File: config.mk
export PLATFORM = sky130hd
export DESIGN_NAME = wavetable_channel_generator_unit_flat
export DESIGN_NICKNAME = d
export VERILOG_FILES = /design/src/hw/rtl/wcg_pkg.sv /design/src/hw/rtl/wcg_ifs.sv /design/src/hw/rtl/wavetable_channel_generator_unit.sv /design/src/hw/rtl/wcg_divider.sv /design/src/flat_wrapper.sv
export VERILOG_INCLUDE_DIRS = /design/src /design/src/hw/rtl
export SDC_FILE = /design/constraint.sdc
export NUM_CORES = 1
export LEC_CHECK = 0
export ABC_AREA = 1
export ABC_CLOCK_PERIOD_IN_PS = 4400
export BUFFER_PORTS_ARGS = -buffer_cell sky130_fd_sc_hd__buf_4
export CAP_MARGIN = 0
export CORE_AREA = 10 10 163 165
export CTS_CLUSTER_DIAMETER = 40
export DETAILED_ROUTE_END_ITERATION = 12
export DIE_AREA = 0 0 173 175
export GPL_TIMING_DRIVEN = 0
export PLACE_DENSITY_LB_ADDON = 0.25
export SYNTH_ARGS = -nofsm -noshare
export SYNTH_HDL_FRONTEND = slang
export SYNTH_SLANG_ARGS = --single-unit
File: constraint.sdc
create_clock -name clock -period 4.4 [get_ports clock]
set_input_delay 0.88 -clock clock [delete_from_list [all_inputs] [get_ports clock]]
set_output_delay 0.88 -clock clock [all_outputs]
set_load 0.02 [all_outputs]
File: src/hw/rtl/assert_macros.svh
// ----------------------------------------------------------------------------
// Assertion macros
// Shared concurrent assertion wrappers; empty when SYNTHESIS is defined.
// ----------------------------------------------------------------------------
`ifndef ASSERT_MACROS_SVH
`define ASSERT_MACROS_SVH

`ifndef SYNTHESIS
// prop must hold at every clock edge outside reset
`define ASSERT_PROP(label, clk, rst, prop) \
   label: assert property (@(posedge clk) disable iff (rst) (prop)) \
      else $error("assertion failed");
// expr must never be true outside reset
`define ASSERT_NEVER(label, clk, rst, expr) \
   label: assert property (@(posedge clk) disable iff (rst) !(expr)) \
      else $error("forbidden condition seen");
`else
`define ASSERT_PROP(label, clk, rst, prop)
`define ASSERT_NEVER(label, clk, rst, expr)
`endif

`endif

File: src/hw/rtl/wcg_pkg.sv
// ----------------------------------------------------------------------------
// Wavetable channel generator package
// Widths, register indexes, result struct and sample helpers.
// ----------------------------------------------------------------------------
package wcg_pkg;

   localparam int FREQ_W    = 11;
   localparam int VOL_W     = 2;
   localparam int WAVE_W    = 64;
   localparam int CYCLES_W  = 16;
   localparam int CTR_W     = 12;                 // period counter
   localparam int SUM_W     = CYCLES_W + 1;       // counter + cycle count
   localparam int PERIOD_W  = CTR_W + 1;          // period up to 4096
   localparam int POS_W     = 5;
   localparam int SAMPLE_W  = 4;
   localparam int CSR_IDX_W = 2;
   localparam int STEP_W    = $clog2(SUM_W);

   localparam logic [CSR_IDX_W-1:0] CSR_FREQ    = 2'd0;
   localparam logic [CSR_IDX_W-1:0] CSR_VOLUME  = 2'd1;
   localparam logic [CSR_IDX_W-1:0] CSR_WAVE_LO = 2'd2;
   localparam logic [CSR_IDX_W-1:0] CSR_WAVE_HI = 2'd3;

   localparam logic [VOL_W-1:0] VOL_MUTE    = 2'd0;
   localparam logic [VOL_W-1:0] VOL_FULL    = 2'd1;
   localparam logic [VOL_W-1:0] VOL_HALF    = 2'd2;
   localparam logic [VOL_W-1:0] VOL_QUARTER = 2'd3;

   localparam logic CMD_ADVANCE = 1'b0;
   localparam logic CMD_RESTART = 1'b1;

   typedef struct packed {
      logic                done;
      logic [POS_W-1:0]    quot_low;
      logic [CTR_W-1:0]    rem;
   } wcg_div_res_type;

   // nibble 0 is the top nibble of byte 0 (low word MSB)
   function automatic logic [SAMPLE_W-1:0] nibble_at(
      input logic [2*WAVE_W-1:0] table_bits,
      input logic [POS_W-1:0]    pos
   );
      logic [POS_W-1:0] idx;
      idx = ~pos;
      return table_bits[{idx, 2'b00} +: SAMPLE_W];
   endfunction

   function automatic logic [SAMPLE_W-1:0] apply_volume(
      input logic [VOL_W-1:0]    vol,
      input logic [SAMPLE_W-1:0] s
   );
      logic [SAMPLE_W-1:0] r;
      case (vol)
         VOL_MUTE: r = '0;
         VOL_FULL: r = s;
         VOL_HALF: r = s >> 1;
         default:  r = s >> 2;
      endcase
      return r;
   endfunction

endpackage

File: src/hw/rtl/wcg_ifs.sv
// ----------------------------------------------------------------------------
// Wavetable channel generator channel interfaces
// Step request channel and sample response channel, valid/ready.
// ----------------------------------------------------------------------------
interface wcg_req_if
   import wcg_pkg::*;
();
   logic                valid;
   logic                ready;
   logic                cmd;
   logic [CYCLES_W-1:0] cycle_count;

   modport source (output valid, cmd, cycle_count, input ready);
   modport sink   (input valid, cmd, cycle_count, output ready);
endinterface

interface wcg_rsp_if
   import wcg_pkg::*;
();
   logic                valid;
   logic                ready;
   logic [SAMPLE_W-1:0] sample_out;
   logic [POS_W-1:0]    wave_position;

   modport source (output valid, sample_out, wave_position, input ready);
   modport sink   (input valid, sample_out, wave_position, output ready);
endinterface

File: src/hw/rtl/wavetable_channel_generator_unit.sv
// ----------------------------------------------------------------------------
// Wavetable channel generator
// Steps a 32-entry 4-bit wave table by elapsed machine cycles.
// ----------------------------------------------------------------------------
// Usage:
//   csr_* writes frequency, volume and the two packed wave words, idle only.
//   req_ch carries step beats: cmd advance adds cycle_count to the period
//   counter, cmd restart clears position and counter.
//   rsp_ch returns one beat per request: scaled sample and wave position.
// Sequencing:
//   An advance beat runs a one-bit-per-cycle restoring divider over the
//   17-bit counter sum in ST_DIV, then ST_FIN loads the output register; a
//   restart beat goes straight to ST_FIN. One request is in flight at a
//   time; req_ch.ready is high only while the sequencer is idle.
// Reset: registers return to frequency 0, volume full, wave table zero,
//   counter, position and last sample zero; no response is pending.
// Stall: the response sits in the output register until taken; a finished
//   division waits for that register before updating the channel state.
// ----------------------------------------------------------------------------
`include "assert_macros.svh"

module wavetable_channel_generator_unit
   import wcg_pkg::*;
(
   input  logic                 clock,
   input  logic                 reset,
   input  logic                 csr_write_enable,
   input  logic [CSR_IDX_W-1:0] csr_index,
   input  logic [WAVE_W-1:0]    csr_write_data,
   wcg_req_if.sink              req_ch,
   wcg_rsp_if.source            rsp_ch
);

   localparam logic [1:0] ST_IDLE = 2'd0;
   localparam logic [1:0] ST_DIV  = 2'd1;
   localparam logic [1:0] ST_FIN  = 2'd2;

   logic [1:0]          state_ff, state_in;
   logic                cmd_ff, cmd_in;
   logic [FREQ_W-1:0]   freq_ff;
   logic [VOL_W-1:0]    vol_ff;
   logic [WAVE_W-1:0]   wave_lo_ff, wave_hi_ff;
   logic [CTR_W-1:0]    ctr_ff, ctr_in;
   logic [POS_W-1:0]    pos_ff, pos_in;
   logic [SAMPLE_W-1:0] last_ff, last_in;
   logic                out_valid_ff, out_valid_in;
   logic [SAMPLE_W-1:0] out_sample_ff, out_sample_in;
   logic [POS_W-1:0]    out_pos_ff, out_pos_in;

   logic                accept;
   logic                div_start;
   logic                load;
   logic [SUM_W-1:0]    sum;
   logic [PERIOD_W-1:0] period;
   logic [POS_W-1:0]    next_pos;
   logic [SAMPLE_W-1:0] next_sample;
   wcg_div_res_type     div_res;

   assign req_ch.ready = (state_ff == ST_IDLE);
   assign accept       = req_ch.valid && req_ch.ready;
   assign div_start    = accept && (req_ch.cmd == CMD_ADVANCE);

   // period = (2048 - frequency) * 2
   assign period = {(CTR_W'(1 << FREQ_W) - CTR_W'(freq_ff)), 1'b0};
   assign sum    = SUM_W'(ctr_ff) + SUM_W'(req_ch.cycle_count);

   wcg_divider u_div (
      .clock    (clock),
      .reset    (reset),
      .start    (div_start),
      .dividend (sum),
      .divisor  (period),
      .res      (div_res)
   );

   assign load        = (state_ff == ST_FIN) && (!out_valid_ff || rsp_ch.ready);
   assign next_pos    = pos_ff + div_res.quot_low;
   assign next_sample = apply_volume(vol_ff, nibble_at({wave_lo_ff, wave_hi_ff}, next_pos));

   always_comb begin
      state_in      = state_ff;
      cmd_in        = cmd_ff;
      ctr_in        = ctr_ff;
      pos_in        = pos_ff;
      last_in       = last_ff;
      out_sample_in = out_sample_ff;
      out_pos_in    = out_pos_ff;
      out_valid_in  = out_valid_ff && !rsp_ch.ready;
      unique case (state_ff)
         ST_IDLE: begin
            if (accept) begin
               cmd_in   = req_ch.cmd;
               state_in = (req_ch.cmd == CMD_ADVANCE) ? ST_DIV : ST_FIN;
            end
         end
         ST_DIV: begin
            if (div_res.done) begin
               state_in = ST_FIN;
            end
         end
         ST_FIN: begin
            if (load) begin
               out_valid_in = 1'b1;
               state_in     = ST_IDLE;
               if (cmd_ff == CMD_RESTART) begin
                  ctr_in        = '0;
                  pos_in        = '0;
                  out_sample_in = last_ff;
                  out_pos_in    = '0;
               end else begin
                  ctr_in        = div_res.rem;
                  pos_in        = next_pos;
                  last_in       = next_sample;
                  out_sample_in = next_sample;
                  out_pos_in    = next_pos;
               end
            end
         end
         default: begin
            state_in = ST_IDLE;
         end
      endcase
   end

   always_ff @(posedge clock) begin
      if (reset) begin
         state_ff     <= ST_IDLE;
         cmd_ff       <= CMD_ADVANCE;
         out_valid_ff <= 1'b0;
         ctr_ff       <= '0;
         pos_ff       <= '0;
         last_ff      <= '0;
      end else begin
         state_ff     <= state_in;
         cmd_ff       <= cmd_in;
         out_valid_ff <= out_valid_in;
         ctr_ff       <= ctr_in;
         pos_ff       <= pos_in;
         last_ff      <= last_in;
      end
   end

   always_ff @(posedge clock) begin
      out_sample_ff <= out_sample_in;
      out_pos_ff    <= out_pos_in;
   end

   // config registers
   always_ff @(posedge clock) begin
      if (reset) begin
         freq_ff    <= '0;
         vol_ff     <= VOL_FULL;
         wave_lo_ff <= '0;
         wave_hi_ff <= '0;
      end else if (csr_write_enable) begin
         unique case (csr_index)
            CSR_FREQ:    freq_ff    <= csr_write_data[FREQ_W-1:0];
            CSR_VOLUME:  vol_ff     <= csr_write_data[VOL_W-1:0];
            CSR_WAVE_LO: wave_lo_ff <= csr_write_data;
            CSR_WAVE_HI: wave_hi_ff <= csr_write_data;
            default: ;
         endcase
      end
   end

   assign rsp_ch.valid         = out_valid_ff;
   assign rsp_ch.sample_out    = out_sample_ff;
   assign rsp_ch.wave_position = out_pos_ff;

   `ASSERT_NEVER(a_done_outside_div, clock, reset, div_res.done && (state_ff != ST_DIV))
   `ASSERT_PROP(a_advance_enters_div, clock, reset, div_start |=> (state_ff == ST_DIV))
   `ASSERT_PROP(a_restart_zero_pos, clock, reset,
                (load && (cmd_ff == CMD_RESTART)) |=> (rsp_ch.wave_position == '0))
   `ASSERT_PROP(a_load_goes_idle, clock, reset, load |=> (rsp_ch.valid && req_ch.ready))

endmodule

File: src/hw/rtl/wcg_divider.sv
// ----------------------------------------------------------------------------
// Wavetable channel generator divider
// Radix-2 restoring divide of the counter sum by the period, one bit a cycle.
// ----------------------------------------------------------------------------
module wcg_divider
   import wcg_pkg::*;
(
   input  logic                clock,
   input  logic                reset,
   input  logic                start,
   input  logic [SUM_W-1:0]    dividend,
   input  logic [PERIOD_W-1:0] divisor,
   output wcg_div_res_type     res
);

   localparam logic [STEP_W-1:0] LAST_STEP = STEP_W'(SUM_W - 1);

   logic                busy_ff, busy_in;
   logic                done_ff, done_in;
   logic [STEP_W-1:0]   count_ff, count_in;
   logic [SUM_W-1:0]    dvd_ff, dvd_in;
   logic [PERIOD_W-1:0] dvs_ff, dvs_in;
   logic [CTR_W-1:0]    rem_ff, rem_in;
   logic [POS_W-1:0]    quot_ff, quot_in;

   logic [PERIOD_W-1:0] trial;
   logic                fits;

   // remainder stays below the period, so the shifted trial fits PERIOD_W bits
   assign trial = {rem_ff, dvd_ff[SUM_W-1]};
   assign fits  = (trial >= dvs_ff);

   always_comb begin
      busy_in  = busy_ff;
      done_in  = 1'b0;
      count_in = count_ff;
      dvd_in   = dvd_ff;
      dvs_in   = dvs_ff;
      rem_in   = rem_ff;
      quot_in  = quot_ff;
      if (start) begin
         busy_in  = 1'b1;
         count_in = '0;
         dvd_in   = dividend;
         dvs_in   = divisor;
         rem_in   = '0;
         quot_in  = '0;
      end else if (busy_ff) begin
         dvd_in   = {dvd_ff[SUM_W-2:0], 1'b0};
         rem_in   = fits ? CTR_W'(trial - dvs_ff) : trial[CTR_W-1:0];
         quot_in  = {quot_ff[POS_W-2:0], fits};   // only low bits of quotient kept
         count_in = count_ff + 1'b1;
         if (count_ff == LAST_STEP) begin
            busy_in = 1'b0;
            done_in = 1'b1;
         end
      end
   end

   always_ff @(posedge clock) begin
      if (reset) begin
         busy_ff  <= 1'b0;
         done_ff  <= 1'b0;
         count_ff <= '0;
      end else begin
         busy_ff  <= busy_in;
         done_ff  <= done_in;
         count_ff <= count_in;
      end
   end

   always_ff @(posedge clock) begin
      dvd_ff  <= dvd_in;
      dvs_ff  <= dvs_in;
      rem_ff  <= rem_in;
      quot_ff <= quot_in;
   end

   assign res.done     = done_ff;
   assign res.quot_low = quot_ff;
   assign res.rem      = rem_ff;

endmodule

File: src/flat_wrapper.sv
// flat-port wrapper written by rule: the top's interface ports become plain ports
module wavetable_channel_generator_unit_flat import wcg_pkg::*;
  (clock, reset, csr_write_enable, csr_index, csr_write_data, req_ch_valid, req_ch_cmd, req_ch_cycle_count, req_ch_ready, rsp_ch_valid, rsp_ch_sample_out, rsp_ch_wave_position, rsp_ch_ready);
  wcg_req_if req_ch_i ();
  wcg_rsp_if rsp_ch_i ();
  input  logic clock;
  input  logic reset;
  input  logic csr_write_enable;
  input  logic [CSR_IDX_W-1:0] csr_index;
  input  logic [WAVE_W-1:0] csr_write_data;
  input wire logic [$bits(req_ch_i.valid)-1:0] req_ch_valid;
  input wire logic [$bits(req_ch_i.cmd)-1:0] req_ch_cmd;
  input wire logic [$bits(req_ch_i.cycle_count)-1:0] req_ch_cycle_count;
  output wire logic [$bits(req_ch_i.ready)-1:0] req_ch_ready;
  output wire logic [$bits(rsp_ch_i.valid)-1:0] rsp_ch_valid;
  output wire logic [$bits(rsp_ch_i.sample_out)-1:0] rsp_ch_sample_out;
  output wire logic [$bits(rsp_ch_i.wave_position)-1:0] rsp_ch_wave_position;
  input wire logic [$bits(rsp_ch_i.ready)-1:0] rsp_ch_ready;
  assign req_ch_i.valid = req_ch_valid;
  assign req_ch_i.cmd = req_ch_cmd;
  assign req_ch_i.cycle_count = req_ch_cycle_count;
  assign req_ch_ready = req_ch_i.ready;
  assign rsp_ch_valid = rsp_ch_i.valid;
  assign rsp_ch_sample_out = rsp_ch_i.sample_out;
  assign rsp_ch_wave_position = rsp_ch_i.wave_position;
  assign rsp_ch_i.ready = rsp_ch_ready;
  wavetable_channel_generator_unit u_core (.clock(clock), .reset(reset), .csr_write_enable(csr_write_enable), .csr_index(csr_index), .csr_write_data(csr_write_data), .req_ch(req_ch_i), .rsp_ch(rsp_ch_i));
endmodule
Word-level counts from Yosys, hierarchy flattened
Cells that the tools add are included.
{"block": "word_totals", "regBits": 228, "latch_bits": 0, "mem_bits_rw": 0, "romBits": 0, "inputBits": 88, "output_inout_bits": 11, "elab_cells": 78, "n_memories": 0}
{"block": "op_classes", "add_sub_neg": 5, "mul": 0, "n_div": 0, "order_cmp": 1, "eq_ne": 11, "n_shift": 1, "muxes": 18, "bitwise_logic": 3, "reduce_logical": 20}
{"op": "variable part select 128 x 8 -> 4 bit", "count": 1}
{"op": "two-way mux 17 bit", "count": 2}
{"op": "two-way mux 12 bit", "count": 2}
{"op": "adder 12 x 16 -> 17 bit", "count": 1}
{"op": ">= comparator 13 bit", "count": 1}
{"op": "one-hot mux 4 bit (3 select lines)", "count": 1}
{"op": "AND reduction 2 bit", "count": 6}
{"op": "subtractor 12 x 11 -> 12 bit, first input constant", "count": 1}
{"op": "subtractor 12 bit", "count": 1}
{"op": "equality test 2 bit, second input constant", "count": 4}
{"op": "two-way mux 2 bit", "count": 4}
{"op": "equality test 2 x 1 -> 1 bit, second input constant", "count": 3}
{"op": "zero test 2 bit", "count": 3}
{"op": "two-way mux 1 bit", "count": 6}
{"op": "one-hot mux 2 bit (3 select lines)", "count": 1}
{"op": "adder 5 x 1 -> 5 bit, second input constant", "count": 1}
{"op": "adder 5 bit", "count": 1}
{"op": "equality test 5 bit, second input constant", "count": 1}
{"op": "two-way mux 5 bit", "count": 1}
{"op": "NOT 5 bit", "count": 1}
{"op": "logical AND 1 bit", "count": 4}
{"op": "two-way mux 4 bit", "count": 1}
{"op": "!= test 2 bit, second input constant", "count": 2}
{"op": "AND reduction 3 bit", "count": 1}
{"op": "other kinds (7)", "count": 9}

Longest topological paths before layout
Gate-level depths: netlist of the first run.
{"block": "logic_depth", "depth_word": 5, "mapped_depth": 17, "ltp_nobuf": 17}

Hierarchy
A second synthesis of the first run with hierarchy kept.
{"block": "unflattened", "hier_cells": 1578, "hier_area_um2": 11349.6}
{"module": "wavetable_channel_generator_unit", "instances": 1, "cells_each": 1221, "area_per_inst_um2": 8471.9, "seq_area_each_um2": 3593.4}
{"module": "wcg_divider", "instances": 1, "cells_each": 357, "area_per_inst_um2": 2877.8, "seq_area_each_um2": 1381.3}

Least setup slack after synthesis of the first run
OpenSTA, ideal clock, no wires.
{"block": "synth_timing", "kind": "input to register", "start": "input req_ch_cycle_count[0]", "end": "register u_core.u_div.dvd_ff[10], data pin", "setup_ns": 0.253, "arrival_ns": 2.337, "required_ns": 4.147, "path_slack_ns": 1.810, "cell_stages": 10, "n_path_buf": 0, "path_cell_list": "ha_1 > fa_1 > nand3_1 > nand3_1 > a21oi_1 > o21ai_0 > a31oi_1 > nand2_1 > nand3_1 > nand2_1"}
{"block": "synth_via", "elab_chain_len": 2}
{"element": "start: declaration", "line_no": "flat_wrapper.sv:13", "text": "input wire logic [$bits(req_ch_i.cycle_count)-1:0] req_ch_cycle_count;"}
{"element": "adder 12 x 16 -> 17 bit", "line_no": "wavetable_channel_generator_unit.sv:65", "text": "assign sum = SUM_W'(ctr_ff) + SUM_W'(req_ch.cycle_count);"}
{"element": "two-way mux 17 bit", "line_no": "wcg_divider.sv:41", "text": "if (start) begin"}
{"element": "via u_core.u_div.dvd_in[10]", "line_no": "wcg_divider.sv:21", "text": "logic [SUM_W-1:0] dvd_ff, dvd_in;"}
{"element": "end signal: assignment", "line_no": "wcg_divider.sv:73", "text": "dvd_ff <= dvd_in;"}
{"element": "end: declaration", "line_no": "wcg_divider.sv:21"}
The timed path passes the listed nets, and every way through them passes these cells.
A chain may end at the register's enable or synchronous reset.

Final worst setup path of the first run
{"block": "layout_timing", "start": "register u_core.u_div.quot_ff[0]", "end": "register u_core.out_sample_ff[1] (netlist: u_core.rsp_ch.sample_out[1]), data pin"}
{"block": "layout_via", "elab_chain_len": 5}
{"element": "start: declaration", "line_no": "wcg_divider.sv:24", "text": "logic [POS_W-1:0] quot_ff, quot_in;"}
{"element": "start signal: assignment", "line_no": "wcg_divider.sv:76", "text": "quot_ff <= quot_in;"}
{"element": "adder 5 bit", "line_no": "wavetable_channel_generator_unit.sv:77", "text": "assign next_pos = pos_ff + div_res.quot_low;"}
{"element": "NOT 5 bit", "line_no": "wcg_pkg.sv:44", "text": "idx = ~pos;"}
{"element": "variable part select 128 x 8 -> 4 bit", "line_no": "wcg_pkg.sv:45", "text": "return table_bits[{idx, 2'b00} +: SAMPLE_W];"}
{"element": "one-hot mux 4 bit (3 select lines)", "line_no": "wcg_pkg.sv:53", "text": "case (vol)"}
{"element": "two-way mux 4 bit", "line_no": "wavetable_channel_generator_unit.sv:105", "text": "if (cmd_ff == CMD_RESTART) begin"}
{"element": "end signal: assignment", "line_no": "wavetable_channel_generator_unit.sv:144", "text": "out_sample_ff <= out_sample_in;"}
{"element": "end: declaration", "line_no": "wavetable_channel_generator_unit.sv:47", "text": "logic [SAMPLE_W-1:0] out_sample_ff, out_sample_in;"}
Every way passes these cells.

==> metrics.md, run 1 <==
| Metric | Value |
|---|---|
| RD Place Congestion | 0.921 |
| Crit-path max FO | 10 |
| Worst VDD drop | 392 uV |
| Setup bufs post-CTS | 0 |
| Reg2Reg Launch Point | u_core.u_div.quot_ff[0] |
| Total Routing Usage GR | 21.4% |
| Number of cells on the critical path | 15 |
| Worst slew pin tran | 0.941 ns |
| P_leak | 5.86 nW |
| Worst path cell trace | ha_1 -> inv_1 -> fa_1 -> clkbuf_1 -> nand3_1 -> nand2_1 -> nand2_1 -> nand3_1 -> nand3_1 -> nand3_1 -> nand2_1 -> inv_1 -> nand2_1 -> nand2_2 -> inv_1 |
| Setup TNS | 0 ns |
| Crit start category | register |
| Die height | 175 um |
| Critical Path End Type | register |
| Remaining DRCs | 0 |
| Sink Count | 228 |
| Post-route insts no fill | 1,996 |
| Setup Skew | 0.0152 ns |
| Worst skew pair latency | 0.55 ns |
| Die Span X | 173 um |
| Worst rel slew slack | 37.3% |
| Fraction of layout cells with a size suffix above 1 | 12.0% |
| CTS buffer count | 31 |
| Layout net count | 1,774 |
| Post-synthesis cell type count | 44 |
| Slew Viols, Final | 0 |
| Share of synthesized registers carrying an async set or reset | 0% |
| Fin crit period | 3.17 ns |
| Row cnt | 56 |
| Worst reg2reg path depth | 15 |
| Mapped cell area | 11,100 um2 |
| Total number of vias | 10,500 |
| Cts repair resizes | 0 |
| Critical path startpoint | u_core.u_div.quot_ff[0] |
| Placed cells | 1,938 |
| Clock-pin slew on the worst setup and hold paths | 0.06 ns |
| Max Cap Violations | 0 |
| Ant diodes | 0 |
| CP max stage delay | 0.64 ns |
| Cell family with most CP delay | simple AND/OR/NAND/NOR gates |
| Post-synth top area share | 34.4% |
| Die area | 30,300 um2 |
| RSZ-0062 raised after global routing | false |
| Commonest non-fill, non-tap cell in the layout | nand2_1 |
| Htree depth | 1 |
| Routed Antenna Nets | 0 |
| Final hold violation count | 0 |
| 1st-pass router iterations | 5 |
| Synth area leaders | dfxtp_1 (34%), nand2_1 (11%), edfxtp_1 (10%) |
| CTS max path bufs | 3 |
| Vias in the first global route | 10,200 |
| Critical Path End | u_core.rsp_ch.sample_out[1] |
| P&R area growth vs syn | 20.2% |
| Worst path buffer plus inverter count | 4 |
| Fill cells | 2,298 |
| Pwr/cell area | 488 nW/um2 |
| Drt total wl | 33,600 um |
| CTS tree | built |
| Commonest non-fill, non-tap cells in the layout | nand2_1 (322), dfxtp_1 (190), o21ai_0 (181), inv_1 (171), a21oi_1 (150) |
| Initial Utilization | 47.6% |
| Mapped Nets | 1,643 |
| Period Utilization, post-route | 72.1% |
| Wire length of the first global-routing pass | 53,100 um |
| Critical path's slowest cell | clkbuf_1 |
| WL/cell | 16.8 um |
| Post-DR vias/cell | 5.25 |
| Flop2flop setup slack | 1.23 ns |
| DP HPWL | 24,300 um |
| Main synth FF type | dfxtp_1 |
| Worst reg2reg path endpoint | u_core.rsp_ch.sample_out[1] |
| Worst Hold Class | register to register |
| Dominant cell type by area after synthesis | dfxtp_1 |
| Fmax | 315 MHz |
| Initial antenna violation count | 0 |
| Largest net degree at the start of global routing | 22 |
| Syn_area_per_cell | 7.28 um2 |
| Grt ovf | 0 |
| Area of the core | 23,300 um2 |
| Required time worst endpoint | 4.71 ns |
| Final Setup Violations | 0 |
| Cell count after synthesis | 1,521 |
| IO Pins | 99 |
| Post-synth EDFFs | 38 |
| IO Port Bufs | 98 |
| Setup CP Type | register to register |
| Synth warn | 0 |
| Root buf cell | clkbuf_16 |
| # hold bufs at CTS | 0 |
| Post-synthesis sequential area ratio | 44.7% |
| Critical path arrival | 3.48 ns |
| Status | finished clean |
| Iter 0 DRT Violations | 882 |
| Synth Register Bits | 228 |
cells in the mapped netlist (2+ instances only):
cell type / number
a22oi_1: 5
and3_1: 2
edfxtp_1: 38
nand4_1: 6
nand3b_1: 2
a31oi_1: 3
xnor2_1: 13
ha_1: 31
buf_4: 5
o21bai_1: 2
inv_2: 7
fa_1: 3
o21ai_0: 181
o211ai_1: 8
buf_2: 16
nand2_1: 322
o21ai_1: 2
clkbuf_1: 59
a21oi_1: 150
nand3_1: 112
nor2_1: 142
o2111ai_1: 2
inv_1: 171
or2_2: 6
o21ai_2: 2
xor2_1: 14
dfxtp_1: 190
nor3_1: 11
per-stage QoR:
stage                     instance area, um2  worst slack (ns)  utilization (%)  total power, mW  hold WS (ns)
after floorplan                        11100              1.81                -             3.35         0.420
after global placement                 12200              1.21             52.5             3.87         0.433
after detailed placement               12200              1.17             52.5             3.88         0.437
after CTS                              13300              1.28             57.2             6.50         0.446
after global routing                   13300              1.02             57.2             6.80         0.459
final                                  13300              1.23             57.2             6.50         0.445
sequential cells by signal, summed over array words and instances, names as in the netlist, 11 cells and up:
signal,cells
u_core.wave_hi_ff,64
u_core.ctr_ff,12
u_core.u_div.dvs_ff,12
u_core.u_div.rem_ff,12
u_core.freq_ff,11
u_core.u_div.dvd_ff,17
u_core.wave_lo_ff,64
worst reg2reg max path, delay by kind of cell, from the launching register on:
family | cells | cell delay [ns]
simple gates | 9 | 0.98
flops | 1 | 0.38
buf+inv | 4 | 0.77
fa+ha+maj | 2 | 0.79
cell families (layout without fill, tap and decap cells):
kind of cell	after synthesis	after routing	share of synthesized area (%)
xor gates and xnor gates	29	29	2.43
and+or+nand+nor	609	609	22.6
DFF	228	228	44.7
AOI/OAI and AO/OA	360	360	16.9
buffers and inverters	261	417	9.29
adders and majority gates	34	34	4.05
where the power goes:
group,switching [mW],internal (mW),total (mW)
registers,0.0821,2.29,2.37
logic,1.02,0.484,1.51
clock network,1.02,1.61,2.63
total,2.13,4.38,6.50
routing by layer:
metal | vias to the layer above | part of all wire (%) | routed length [um] | GRT usage [%]
li1 | 5232 | - | - | -
met1 | 4837 | 43 | 14500 | 26.6
met2 | 341 | 48 | 16100 | 37.2
met3 | 70 | 5.7 | 1900 | 3.02
met4 | 0 | 3.2 | 1070 | 7.40
met5 | - | 0 | 0 | 0
layout make-up:
| cell class | count | area, um2 | area share (%) |
|---|---|---|---|
| Inverter | 179 | 674 | 5.07 |
| Buffer | 82 | 354 | 2.66 |
| Sequential cell | 228 | 4940 | 37.1 |
| Clock inverter | 23 | 283 | 2.12 |
| Timing Repair Buffer | 98 | 736 | 5.53 |
| Tap cell | 319 | 399 | 3.00 |
| Clock buffer | 35 | 821 | 6.17 |
| Multi-Input combinational cell | 1032 | 5100 | 38.3 |
worst min path at each step:
stage,from,endpoint,slack [ns],depth (start not counted)
6_report,u_core.wave_hi_ff[37],u_core.wave_hi_ff[37],0.44,2
5_1_grt,u_core.wave_hi_ff[1],u_core.wave_hi_ff[1],0.46,2
3_5_place_dp,u_core.wave_hi_ff[37],u_core.wave_hi_ff[37],0.44,2
2_1_floorplan,u_core.wave_hi_ff[47],u_core.wave_hi_ff[47],0.42,2
4_1_cts,u_core.wave_hi_ff[37],u_core.wave_hi_ff[37],0.45,2
3_3_place_gp,u_core.wave_hi_ff[47],u_core.wave_hi_ff[47],0.43,2
Power figures use the tool's default switching activity.
==> run 2, diff against run 1 <==
- ABC_AREA: 1 -> 0
- ABC_CLOCK_PERIOD_IN_PS: 4400 -> 2700
- CORE_AREA: 10 10 163 165 -> 10 10 161 163
- DIE_AREA: 0 0 173 175 -> 0 0 171 173
- clock period: 4.4 -> 2.7 ns (I/O delays scaled with it)
==> metrics.md, run 2 <==
| Metric | Value |
|---|---|
| WL met3 | 1720 um |
| Sink Count | 228 |
| Max Cap Violations | 0 |
| Setup TNS | -2.43 ns |
| Crit start category | register |
| Post-route insts no fill | 1,654 |
| DP HPWL | 21,200 um |
| Met1 WL | 12,400 um |
| CTS max path bufs | 3 |
| Ant diodes | 0 |
| Iter 0 DRT Violations | 692 |
| Row cnt | 55 |
| Die area | 29,600 um2 |
| Commonest non-fill, non-tap cell in the layout | nand2_1 |
| Routed Antenna Nets | 0 |
| Post-synth top area share | 35.7% |
| RSZ-0062 raised after global routing | true |
| Vias in the first global route | 9,215 |
| DP Worst Slack | -0.463 ns |
| Area of the core | 22,600 um2 |
| Register area | 4950 um2 |
| Worst rel slew slack | 33.9% |
| Pwr/cell area | 784 nW/um2 |
| Main synth FF type | dfxtp_1 |
| Initial antenna violation count | 0 |
| Top sig layer | met4 |
| Post-DR vias/cell | 5.47 |
| Cell count after synthesis | 1,191 |
| Critical path's slowest cell | mux4_2 |
| Finished Core Util | 59.1% |
| Fraction of layout cells with a size suffix above 1 | 18.5% |
| Grt ovf | 0 |
| Period Utilization, post-route | 115% |
| Slew Viols, Final | 0 |
| Dominant cell type by area after synthesis | dfxtp_1 |
| Multi-input gate area | 5410 um2 |
| Post-synthesis cell type count | 57 |
| Final Setup Violations | 8 |
| Initial Utilization | 47.2% |
| Critical Path End Type | register |
| Total Routing Usage GR | 19.7% |
| Fill cells | 1,981 |
| P_leak | 5.24 nW |
| Final hold violation count | 0 |
| RD Place Congestion | 0.854 |
| Setup CP Type | register to register |
| Clock-pin slew on the worst setup and hold paths | 0.06 ns |
| Most common library cells after synthesis | nand2_1 (305), dfxtp_1 (190), a21oi_1 (180) |
| Htree depth | 2 |
| Die Span X | 171 um |
| Drt total wl | 29,900 um |
| CTS buffer count | 36 |
| WL/cell | 18.1 um |
| Mapped Nets | 1,313 |
| 1st-pass router iterations | 5 |
| Setup Skew | 0.0224 ns |
| Top-count cell post-synth | nand2_1 |
| Commonest non-fill, non-tap cells in the layout | nand2_1 (304), dfxtp_1 (187), a21oi_1 (177), buf_4 (111), nor2_1 (75) |
| Worst slew pin tran | 0.988 ns |
| Fin crit period | 3.10 ns |
| Remaining DRCs | 0 |
| Worst VDD drop | 490 uV |
| Syn_area_per_cell | 8.95 um2 |
| Total number of vias | 9,042 |
| Share of synthesized registers carrying an async set or reset | 0% |
| Biggest regs | u_core.wave_hi_ff: 64 flops, u_core.wave_lo_ff: 64 flops, u_core.u_div.dvd_ff: 17 flops |
| Final worst slack | -0.396 ns |
| Post-synthesis sequential area ratio | 46.4% |
| Post-synth EDFFs | 38 |
| Mapped cell area | 10,700 um2 |
| IO Port Bufs | 96 |
| Root buf cell | clkbuf_16 |
| CP max stage delay | 0.53 ns |
| Worst Hold Class | input port to register |
| Synth Register Bits | 228 |
| CTS tree | built |
| Failing checks | setup timing |
| Worst skew pair latency | 0.51 ns |
| Largest net degree at the start of global routing | 22 |
| Worst path cell trace | ha_4 -> inv_2 -> fa_1 -> buf_6 -> buf_12 -> mux4_2 -> mux2i_2 -> nand3_1 -> nand4_1 -> o22ai_2 -> mux2_2 |
| Layout net count | 1,463 |
| P&R area growth vs syn | 25.0% |
| Synth area leaders | dfxtp_1 (36%), nand2_1 (11%), edfxtp_1 (11%) |
| Die height | 173 um |
| Crit-path max FO | 7 |
| Placed cells | 1,572 |
| Worst reg2reg path depth | 11 |
| Hold depth | 3 |
| IO Pins | 99 |
| # hold bufs at CTS | 0 |
| Synth warn | 0 |
| Met2 wire len | 14,600 um |
| Wire length of the first global-routing pass | 47,300 um |
| Fmax | 323 MHz |
| Critical path arrival | 3.34 ns |
| Final Power | 10.5 mW |
| Status | finished, violations left |
| Required time worst endpoint | 2.95 ns |
-- run 2: cell count changes after synthesis, moves of 12 or more --
| cell | before | now |
|---|---|---|
| o21ai_0 | 181 | 35 |
| inv_1 | 171 | 28 |
| nand3_1 | 112 | 19 |
| nor2_1 | 142 | 76 |
| mux2i_1 | 0 | 36 |
| mux4_2 | 0 | 33 |
| a21oi_1 | 150 | 180 |
| nand2_1 | 322 | 305 |
| nor3b_1 | 1 | 13 |
-- run 2: final timing paths --
check             slack [ns]                  start                           to
hold / removal          0.28     csr_write_data[35]        u_core.wave_lo_ff[35]
setup reg to reg       -0.40       u_core.pos_ff[0]  u_core.rsp_ch.sample_out[2]
hold reg to reg         0.45  u_core.wave_lo_ff[43]        u_core.wave_lo_ff[43]
setup / recovery       -0.40       u_core.pos_ff[0]  u_core.rsp_ch.sample_out[2]
-- run 2: kinds of logic after synthesis --
group	Yosys count	share of synthesized area, %
xor gates and xnor gates	38	3.65
DFF	228	46.4
buffers and inverters	102	3.87
AOI/OAI and AO/OA	255	13.2
adders and majority gates	34	4.20
muxes	70	10.5
and+or+nand+nor	464	18.2
-- run 2: worst max-delay path: cells and delay by family (launching register included) --
kind,cells,cell delay [ns]
multiplexers,3,1.03
adder cells (fa/ha/maj),2,0.64
buffers and inverters,3,0.36
flip-flops,1,0.35
AND/OR/NAND/NOR,2,0.32
AO/OA/AOI/OAI,1,0.12
-- run 2: final cells by class --
| cell class | instances | share of cell area [%] |
|---|---|---|
| Buffer | 74 | 2.64 |
| Clock buffer | 48 | 7.94 |
| Timing Repair Buffer | 112 | 6.62 |
| Tap cell | 285 | 2.67 |
| Inverter | 28 | 0.788 |
| Clock inverter | 18 | 1.60 |
| Multi-Input combinational cell | 861 | 40.6 |
| Sequential cell | 228 | 37.1 |
-- run 2: routing by layer --
metal  GRT usage, %  vias to the layer above
met1           23.2                     4275
met4           8.12                        0
met3           3.76                       80
li1               -                     4400
met2           34.2                      287
met5              0                        -
-- run 2: repair_timing --
item,CTS,global route
endpoints found under the setup margin,9,23
pin swaps,4,10
gates cloned,1,1
buffers inserted,10,6
resized for setup,7,22
-- run 2: report_power, final --
part | internal (mW) | switching, mW
Sequential | 3.67 | 0.138
Clock | 3.07 | 1.68
Combinational | 0.862 | 1.02
-- run 2: per-stage QoR --
step	hold slack, ns	instance area, um2
after detailed placement	0.444	11800
final	0.277	13300
after CTS	0.266	13200
after floorplan	0.433	10700
after global routing	0.281	13300
after global placement	0.439	11800
